--- config.mk ---
export PLATFORM = sky130hd
export DESIGN_NAME = rgb_to_hsv_converter
export DESIGN_NICKNAME = d
export VERILOG_FILES = /design/src/hw/rtl/rgbhsv_pkg.sv /design/src/hw/rtl/rgbhsv_div.sv /design/src/hw/rtl/rgb_to_hsv_converter.sv
export SDC_FILE = /design/constraint.sdc
export NUM_CORES = 2
export LEC_CHECK = 0
export ABC_AREA = 0
export BUFFER_PORTS_ARGS = -buffer_cell sky130_fd_sc_hd__buf_2
export CORE_ASPECT_RATIO = 1.25
export CORE_UTILIZATION = 45
export CTS_CLUSTER_DIAMETER = 80
export CTS_CLUSTER_SIZE = 10
export DETAILED_ROUTE_END_ITERATION = 12
export PLACE_DENSITY_LB_ADDON = 0.05
export SLEW_MARGIN = 10
export SYNTH_ARGS = -nofsm -noshare
export SYNTH_HDL_FRONTEND = slang
export SYNTH_SLANG_ARGS = --single-unit
--- constraint.sdc ---
create_clock -name aclk -period 24.8 [get_ports aclk]
set_input_delay 3.72 -clock aclk [delete_from_list [all_inputs] [get_ports aclk]]
set_output_delay 3.72 -clock aclk [all_outputs]
set_load 0.05 [all_outputs]
--- src/hw/rtl/rgbhsv_pkg.sv ---
// ----------------------------------------------------------------------------
// rgbhsv_pkg
// Shared widths, defaults and codes for the RGB to HSV converter.
// ----------------------------------------------------------------------------
package rgbhsv_pkg;

    localparam int CHANNEL_BITS_DEF      = 8;
    localparam int HUE_FRACTION_BITS_DEF = 6;

    // Stream field widths
    localparam int IN_W      = 8;
    localparam int HUE_W     = 15;
    localparam int SAT_W     = 8;
    localparam int VAL_W     = 8;
    localparam int S_TDATA_W = 3 * IN_W;
    localparam int M_TDATA_W = 32;

    // Divider lanes
    localparam int LANES    = 2;
    localparam int LANE_SAT = 0;
    localparam int LANE_HUE = 1;

    typedef enum logic [1:0] {
        SEC_RED   = 2'd0,
        SEC_GREEN = 2'd1,
        SEC_BLUE  = 2'd2
    } sector_t;

endpackage

--- src/hw/rtl/rgbhsv_div.sv ---
// ----------------------------------------------------------------------------
// rgbhsv_div
// Two-lane pipelined restoring divider, one quotient bit per stage.
// ----------------------------------------------------------------------------
module rgbhsv_div #(
    parameter int DW  = 8,
    parameter int QW  = 12,
    parameter int SBW = 8
) (
    input  logic                                         aclk,
    input  logic                                         aresetn,
    input  logic                                         ce,
    input  logic                                         in_valid,
    input  logic [rgbhsv_pkg::LANES-1:0][DW+QW-1:0]      in_num,
    input  logic [rgbhsv_pkg::LANES-1:0][DW-1:0]         in_den,
    input  logic [SBW-1:0]                               in_sb,
    output logic                                         out_valid,
    output logic [rgbhsv_pkg::LANES-1:0][QW-1:0]         out_quo,
    output logic [rgbhsv_pkg::LANES-1:0]                 out_rem_nz,
    output logic [SBW-1:0]                               out_sb
);

    localparam int LN = rgbhsv_pkg::LANES;

    logic [DW-1:0]  rem_reg  [LN][QW];
    logic [QW-1:0]  wrk_reg  [LN][QW];
    logic [DW-1:0]  den_reg  [LN][QW];
    logic [SBW-1:0] sb_reg   [QW];
    logic [QW-1:0]  vld_reg;

    logic [DW-1:0]  src_rem  [LN][QW];
    logic [QW-1:0]  src_wrk  [LN][QW];
    logic [DW-1:0]  src_den  [LN][QW];
    logic [DW:0]    trial    [LN][QW];
    logic           qbit     [LN][QW];
    logic [DW-1:0]  rem_next [LN][QW];
    logic [QW-1:0]  wrk_next [LN][QW];

    // Upper DW bits of the dividend seed the remainder; the low QW bits
    // shift out MSB first while quotient bits shift in at the bottom.
    always_comb begin
        for (int l = 0; l < LN; l++) begin
            src_rem[l][0] = in_num[l][DW+QW-1:QW];
            src_wrk[l][0] = in_num[l][QW-1:0];
            src_den[l][0] = in_den[l];
            for (int k = 1; k < QW; k++) begin
                src_rem[l][k] = rem_reg[l][k-1];
                src_wrk[l][k] = wrk_reg[l][k-1];
                src_den[l][k] = den_reg[l][k-1];
            end
            for (int k = 0; k < QW; k++) begin
                trial[l][k]    = {src_rem[l][k], src_wrk[l][k][QW-1]};
                qbit[l][k]     = (trial[l][k] >= {1'b0, src_den[l][k]});
                rem_next[l][k] = qbit[l][k] ? DW'(trial[l][k] - {1'b0, src_den[l][k]})
                                            : trial[l][k][DW-1:0];
                wrk_next[l][k] = {src_wrk[l][k][QW-2:0], qbit[l][k]};
            end
        end
    end

    always_ff @(posedge aclk) begin
        if (!aresetn) begin
            vld_reg <= '0;
        end else if (ce) begin
            vld_reg <= {vld_reg[QW-2:0], in_valid};
        end
    end

    always_ff @(posedge aclk) begin
        if (ce) begin
            sb_reg[0] <= in_sb;
            for (int k = 1; k < QW; k++) begin
                sb_reg[k] <= sb_reg[k-1];
            end
            for (int l = 0; l < LN; l++) begin
                for (int k = 0; k < QW; k++) begin
                    rem_reg[l][k] <= rem_next[l][k];
                    wrk_reg[l][k] <= wrk_next[l][k];
                    den_reg[l][k] <= src_den[l][k];
                end
            end
        end
    end

    always_comb begin
        for (int l = 0; l < LN; l++) begin
            out_quo[l]    = wrk_reg[l][QW-1];
            out_rem_nz[l] = (rem_reg[l][QW-1] != '0);
        end
    end

    assign out_valid = vld_reg[QW-1];
    assign out_sb    = sb_reg[QW-1];

endmodule

--- src/hw/rtl/rgb_to_hsv_converter.sv ---
// Input capture, stages 2 and 3, the quotient pipeline, stage 4 and the output
//   register lie between accept and result.
// One word per cycle while skid is empty; the whole pipe advances together.
// A two-entry output buffer lets one more word in after the sink stalls.
// Reset (synchronous, aresetn low) clears all valid bits; data is not reset.
// ----------------------------------------------------------------------------
// rgb_to_hsv_converter
// Streaming RGB to HSV conversion, hue in 1/2^HUE_FRACTION_BITS degree units.
// ----------------------------------------------------------------------------
module rgb_to_hsv_converter #(
    parameter int CHANNEL_BITS      = rgbhsv_pkg::CHANNEL_BITS_DEF,
    parameter int HUE_FRACTION_BITS = rgbhsv_pkg::HUE_FRACTION_BITS_DEF
) (
    input  logic                             aclk,
    input  logic                             aresetn,
    input  logic                             s_axis_tvalid,
    output logic                             s_axis_tready,
    // red, green, blue
    input  logic [rgbhsv_pkg::S_TDATA_W-1:0] s_axis_tdata,
    output logic                             m_axis_tvalid,
    input  logic                             m_axis_tready,
    // hue, saturation, value, zero pad
    output logic [rgbhsv_pkg::M_TDATA_W-1:0] m_axis_tdata,
    // achromatic
    output logic [0:0]                       m_axis_tuser
);

    localparam int CB      = CHANNEL_BITS;
    localparam int S       = 1 << HUE_FRACTION_BITS;
    localparam int HQ      = $clog2(60 * S + 1);
    localparam int DS      = (CB > HQ) ? CB : HQ;
    localparam int NW      = CB + DS;
    localparam int HW      = $clog2(360 * S);
    localparam int FULL    = (1 << CB) - 1;
    localparam int SPAN    = 60 * S;
    localparam int IN_W    = rgbhsv_pkg::IN_W;
    localparam int HUE_W   = rgbhsv_pkg::HUE_W;
    localparam int SAT_W   = rgbhsv_pkg::SAT_W;
    localparam int VAL_W   = rgbhsv_pkg::VAL_W;
    localparam int OUT_W   = HUE_W + SAT_W + VAL_W;
    localparam int LN      = rgbhsv_pkg::LANES;
    localparam int L_SAT   = rgbhsv_pkg::LANE_SAT;
    localparam int L_HUE   = rgbhsv_pkg::LANE_HUE;

    localparam logic signed [HW:0] OFF_GREEN = (HW+1)'(120 * S);
    localparam logic signed [HW:0] OFF_BLUE  = (HW+1)'(240 * S);
    localparam logic signed [HW:0] WRAP      = (HW+1)'(360 * S);

    typedef struct packed {
        logic [CB-1:0]       mx;
        rgbhsv_pkg::sector_t sec;
        logic                neg;
        logic                gray;
    } side_t;

    typedef struct packed {
        logic [VAL_W-1:0] value;
        logic [SAT_W-1:0] sat;
        logic [HUE_W-1:0] hue;
        logic             achrom;
    } res_t;

    logic ce;

    // ---------------- stage 1: input capture
    logic          v1_reg;
    logic [CB-1:0] r1_reg, g1_reg, b1_reg;

    always_ff @(posedge aclk) begin
        if (!aresetn) begin
            v1_reg <= 1'b0;
        end else if (ce) begin
            v1_reg <= s_axis_tvalid;
        end
    end

    always_ff @(posedge aclk) begin
        if (ce) begin
            r1_reg <= CB'(s_axis_tdata[IN_W-1:0]);
            g1_reg <= CB'(s_axis_tdata[2*IN_W-1:IN_W]);
            b1_reg <= CB'(s_axis_tdata[3*IN_W-1:2*IN_W]);
        end
    end

    // ---------------- stage 2: max, min, sector, signed difference
    logic                v2_reg;
    logic [CB-1:0]       mx2_reg, dl2_reg, mag2_reg;
    rgbhsv_pkg::sector_t sec2_reg;
    logic                neg2_reg;

    logic [CB-1:0]       mx_w, mn_w, opx_w, opy_w;
    rgbhsv_pkg::sector_t sec_w;

    always_comb begin
        mx_w = r1_reg;
        mn_w = r1_reg;
        if (g1_reg > mx_w) mx_w = g1_reg;
        if (b1_reg > mx_w) mx_w = b1_reg;
        if (g1_reg < mn_w) mn_w = g1_reg;
        if (b1_reg < mn_w) mn_w = b1_reg;
        // ties go to red, then green
        priority if (r1_reg >= g1_reg && r1_reg >= b1_reg) begin
            sec_w = rgbhsv_pkg::SEC_RED;
            opx_w = g1_reg;
            opy_w = b1_reg;
        end else if (g1_reg >= b1_reg) begin
            sec_w = rgbhsv_pkg::SEC_GREEN;
            opx_w = b1_reg;
            opy_w = r1_reg;
        end else begin
            sec_w = rgbhsv_pkg::SEC_BLUE;
            opx_w = r1_reg;
            opy_w = g1_reg;
        end
    end

    always_ff @(posedge aclk) begin
        if (!aresetn) begin
            v2_reg <= 1'b0;
        end else if (ce) begin
            v2_reg <= v1_reg;
        end
    end

    always_ff @(posedge aclk) begin
        if (ce) begin
            mx2_reg  <= mx_w;
            dl2_reg  <= mx_w - mn_w;
            sec2_reg <= sec_w;
            neg2_reg <= (opx_w < opy_w);
            mag2_reg <= (opx_w < opy_w) ? (opy_w - opx_w) : (opx_w - opy_w);
        end
    end

    // ---------------- stage 3: scaled dividends
    logic                         v3_reg;
    logic [LN-1:0][NW-1:0]        num3_reg;
    logic [LN-1:0][CB-1:0]        den3_reg;
    side_t                        sb3_reg;

    always_ff @(posedge aclk) begin
        if (!aresetn) begin
            v3_reg <= 1'b0;
        end else if (ce) begin
            v3_reg <= v2_reg;
        end
    end

    always_ff @(posedge aclk) begin
        if (ce) begin
            num3_reg[L_SAT] <= NW'(dl2_reg) * NW'(FULL);
            num3_reg[L_HUE] <= NW'(mag2_reg) * NW'(SPAN);
            den3_reg[L_SAT] <= mx2_reg;
            den3_reg[L_HUE] <= dl2_reg;
            sb3_reg.mx      <= mx2_reg;
            sb3_reg.sec     <= sec2_reg;
            sb3_reg.neg     <= neg2_reg;
            sb3_reg.gray    <= (dl2_reg == '0);
        end
    end

    // ---------------- quotient pipeline
    logic                  vq;
    logic [LN-1:0][DS-1:0] quo;
    logic [LN-1:0]         rem_nz;
    logic [$bits(side_t)-1:0] sbq_bits;
    side_t                 sbq;

    rgbhsv_div #(
        .DW  (CB),
        .QW  (DS),
        .SBW ($bits(side_t))
    ) u_div (
        .aclk       (aclk),
        .aresetn    (aresetn),
        .ce         (ce),
        .in_valid   (v3_reg),
        .in_num     (num3_reg),
        .in_den     (den3_reg),
        .in_sb      (sb3_reg),
        .out_valid  (vq),
        .out_quo    (quo),
        .out_rem_nz (rem_nz),
        .out_sb     (sbq_bits)
    );

    assign sbq = side_t'(sbq_bits);

    // ---------------- stage 4: hue offset, floor, wrap
    logic                v4_reg;
    res_t                res4_reg;
    logic signed [HW:0]  off_w, q_w, h_raw, h_wrap;
    res_t                res_w;

    always_comb begin
        unique case (sbq.sec)
            rgbhsv_pkg::SEC_RED:   off_w = '0;
            rgbhsv_pkg::SEC_GREEN: off_w = OFF_GREEN;
            rgbhsv_pkg::SEC_BLUE:  off_w = OFF_BLUE;
            default:               off_w = '0;
        endcase
        q_w = $signed((HW+1)'(quo[L_HUE]));
        // negative difference: floor = -(trunc quotient) - (remainder != 0)
        if (sbq.neg) begin
            h_raw = off_w - q_w - $signed((HW+1)'(rem_nz[L_HUE]));
        end else begin
            h_raw = off_w + q_w;
        end
        h_wrap = (h_raw < 0) ? (h_raw + WRAP) : h_raw;

        res_w.value  = VAL_W'(sbq.mx);
        res_w.achrom = sbq.gray;
        if (sbq.gray) begin
            res_w.hue = '0;
            res_w.sat = '0;
        end else begin
            res_w.hue = HUE_W'(h_wrap[HW-1:0]);
            res_w.sat = SAT_W'(quo[L_SAT]);
        end
    end

    always_ff @(posedge aclk) begin
        if (!aresetn) begin
            v4_reg <= 1'b0;
        end else if (ce) begin
            v4_reg <= vq;
        end
    end

    always_ff @(posedge aclk) begin
        if (ce) begin
            res4_reg <= res_w;
        end
    end

    // ---------------- output register and skid buffer
    logic out_valid_reg, skid_valid_reg;
    res_t out_reg, skid_reg;
    logic out_load;

    assign ce       = !skid_valid_reg;
    assign out_load = !out_valid_reg || m_axis_tready;

    always_ff @(posedge aclk) begin
        if (!aresetn) begin
            out_valid_reg  <= 1'b0;
            skid_valid_reg <= 1'b0;
        end else if (out_load) begin
            out_valid_reg  <= skid_valid_reg || v4_reg;
            skid_valid_reg <= 1'b0;
        end else if (ce && v4_reg) begin
            skid_valid_reg <= 1'b1;
        end
    end

    always_ff @(posedge aclk) begin
        if (out_load) begin
            out_reg <= skid_valid_reg ? skid_reg : res4_reg;
        end
        if (!out_load && ce) begin
            skid_reg <= res4_reg;
        end
    end

    assign s_axis_tready = ce;
    assign m_axis_tvalid = out_valid_reg;
    assign m_axis_tdata  = rgbhsv_pkg::M_TDATA_W'({out_reg.value, out_reg.sat, out_reg.hue});
    assign m_axis_tuser  = out_reg.achrom;

    // ---------------- checks
    a_skid_needs_out: assert property (@(posedge aclk) disable iff (!aresetn)
        skid_valid_reg |-> out_valid_reg)
        else $error("skid holds a word while the output register is empty");

    a_ready_after_stall: assert property (@(posedge aclk) disable iff (!aresetn)
        !s_axis_tready |-> $past(m_axis_tvalid && !m_axis_tready))
        else $error("input blocked without a stalled output word");

    a_gray_zero: assert property (@(posedge aclk) disable iff (!aresetn)
        (m_axis_tvalid && m_axis_tuser[0]) |->
            (m_axis_tdata[HUE_W+SAT_W-1:0] == '0))
        else $error("achromatic word with nonzero hue or saturation");

    a_width_fits: assert property (@(posedge aclk) disable iff (!aresetn)
        m_axis_tvalid |-> (m_axis_tdata[rgbhsv_pkg::M_TDATA_W-1:OUT_W] == '0))
        else $error("pad bits of output word not zero");

endmodule
==> run summary <==
After synthesis, flip-flops and latches occupy 59.5% of the total area. In the routed design, unresolved DRC markers number 0. The setup clock skew after layout was 23.7 ps.

The logs give 0 for the count of synthesis-stage warnings from yosys and 21,080 ps for the required time of the worst setup path. The number of synthesized register bits was 803. The run gives 0 as the number of cells upsized or downsized after cts.

The smallest clock period supported by the final layout is computed as 6040 ps. The worst setup path is captured at a primary output. The detail-routed via count per cell came out at 5.08. Most common cell in the netlist: edfxtp_1. The worst register-to-register path begins at g1_reg[2].

Setup repair after global routing left no endpoint under its margin. The number of global-route vias before repair was 23,400; the signal arrival time at the worst endpoint was 2320 ps. The number of vias in the routed layout came out at 22,000.

Setup TNS: 0 ps. The tools report the worst setup path startpoint as skid_valid_reg. The mean area per synthesized cell was 13.5 sq um; the final-layout worst hold slack was 410 ps. The startpoint of the lowest-slack hold path is mx2_reg[2]. The die is 269 microns wide. The run gives 0 as the aggregate global routing overflow. The worst setup path is launched from a register. Headroom to the max-slew limit came out at 28.9%.

The final worst-path cycle share was 24.4%. In the synthesized netlist, the cells that appear most often are edfxtp_1, inv_1, ha_1. The logs give 18,810 ps for the register-to-register setup slack and 122 for the number of rows in the core area.

The total routed wirelength was 67,200 microns. The global-route usage over all layers is 15.1%, and the clock network latency to the later pin of the worst-skew pair is 640 ps. The number of standard cells after synthesis was 2,979. The wire-length estimate of the detail-placed layout is 48,600 microns. Once the floorplan was initialized, standard cells occupied 45.4% of the core. The logs give 803 for the number of clock sinks and 0 for the total of endpoints with negative setup slack in the final report. The cell type with the highest aggregate area in the netlist is edfxtp_1.

For this block, the initial DRC count from the detailed router was 983. The number of optimization iterations in the first detailed-route pass was 5; the final antenna-violating net count was 0. The run finished with clean final reports. The die covers 90,600 sq um.

Clock tree synthesis inserted a total of 91 buffers. Of all nets on the critical path, the largest fanout is 100. The multi-input combinational cell area came out at 14,600 sq um. The path class of the tightest hold or removal check is register to register. Counting every net in the synthesized netlist gives 3,409. The number of nets in the layout was 3,552. The highest clock frequency the design can meet is 0.166 GHz, and the area of the core is 88,500 sq um.

The number of endpoints with negative hold slack in the final report is 0, and the post-CTS clock slew at the launch and capture registers of the worst setup and hold paths is 50 ps. The die height is 336 microns. Sorting the synthesized cells by area gives the leading types as edfxtp_1, ha_1, inv_1. The max-slew violation total from the final report is 0. TritonCTS built the clock tree. Entering global routing, the biggest net connects 101 pins. The tree is rooted in a clkbuf_16.

Counting flops with a built-in enable in the synthesized netlist gives 785. After filler insertion, the fill cell instance count of the layout stands at 7,565. Input and output buffers added on the ports amount to 61. The logs give 1 for the initial antenna violation count and 0 for the number of buffers inserted for hold repair after clock tree synthesis.

The first global-routing pass estimated 111,000 microns of wire. For this design the top-level I/O count stands at 63. The post-synthesis cell area came out at 40,200 sq um. The tools report the register cell area after layout as 23,900 sq um.

Of the post-synthesis cell area, the dominant cell type holds 58.6%. The slew at the pin closest to its max-slew limit is 1070 ps. Max-cap violations in this run came to 0.

The flip-flop count of the largest register after layout is 184. The number of buffers on the longest clock path is 3. The dominant synthesized flop cell is edfxtp_1. Cells with a size suffix above 1 make up 7.65% of the layout. The count of distinct cell types in the synthesized netlist was 64.

The critical path start-end classification was register to primary output. The clock tree synthesis step divided the H-tree into 3 levels. The tools report the count of antenna diodes in the layout as 0. The area growth from synthesis to layout is 10.6%. The tools report the post-CTS setup repair buffer count as 0. The average detailed-routed wire length per instance came out at 15.5 microns. The congestion estimate from routability-driven global placement came to 0.789. Of all flip-flops after synthesis, the portion carrying an async set or reset was 0%.
[cells by family (layout without fill, tap and decap cells)]
group | after synthesis | after routing | synth area share, %
flops | 803 | 803 | 59.5
simple gates | 518 | 518 | 6.10
buf+inv | 450 | 621 | 4.27
compound gates | 432 | 432 | 6.80
fa+ha+maj | 402 | 402 | 13.8
mux | 259 | 259 | 7.00
xor+xnor | 114 | 114 | 2.48
other cells | 1 | 1 | 0.00933
[metrics by stage]
step | setup WS [ps] | utilization (%) | cells | area (sq um)
floorplan | 6300 | - | 2979 | 40200
global placement | 18860 | 47.4 | 4207 | 42000
detailed placement | 18790 | 47.4 | 4207 | 42000
CTS | 18590 | 50.2 | 4328 | 44500
global route | 18310 | 50.2 | 4328 | 44500
finish | 18760 | 50.2 | 4328 | 44500
[per-layer routing]
metal / part of all wire [%] / up-vias / GRT usage (%)
met1: 37 / 10700 / 15.0
met5: 0 / - / 0
met2: 57 / 250 / 30.8
li1: - / 10900 / -
met4: 2.7 / 0 / 5.40
met3: 3.1 / 129 / 2.66
[placed cells by master (no fill, tap or decap), drive strengths merged, types with 3 or more instances in the layout]
cell type | netlist | final
a21oi | 78 | 78
clkbuf | 15 | 113
xor2 | 34 | 34
nand2 | 76 | 76
ha | 332 | 332
a21o | 47 | 47
clkinv | 0 | 6
o21a | 10 | 10
a211o | 4 | 4
nand4 | 42 | 42
dfxtp | 18 | 18
o2111ai | 3 | 3
a211oi | 10 | 10
inv | 425 | 427
or4 | 3 | 3
a311oi | 22 | 22
xnor2 | 80 | 80
nor2 | 235 | 235
a31oi | 6 | 6
edfxtp | 785 | 785
mux2 | 169 | 169
mux2i | 90 | 90
or3 | 4 | 4
o21ai | 154 | 154
a21boi | 70 | 70
nand3 | 16 | 16
and3 | 5 | 5
fa | 70 | 70
and4 | 3 | 3
nor3 | 11 | 11
o21bai | 12 | 12
nand2b | 33 | 33
nor2b | 81 | 81
buf | 10 | 75
[layout make-up]
cell class	instances	share of cell area (%)
Inverter	425	3.60
Timing Repair Buffer	75	0.922
Tap cell	1178	3.31
Sequential cell	803	53.8
Clock inverter	8	0.197
Clock buffer	113	5.40
Multi-Input combinational cell	1726	32.8
[worst max-delay path, cell delays in order (launching register included)]
cell and delay (ps):
dfxtp_2 310, buf_4 580, inv_8 380, buf_2 380
[final timing paths]
| path | endpoint | cells past startpoint |
|---|---|---|
| worst min register to register | sb3_reg[6] | 0 |
| worst max register to register | dl2_reg[7] | 25 |
| worst min-delay path | sb3_reg[6] | 0 |
| worst max-delay path | s_axis_tready | 3 |
Power is left out: the tool's default activity adds up to more than one toggle a clock period on the data nets, which glitch-free logic cannot reach.
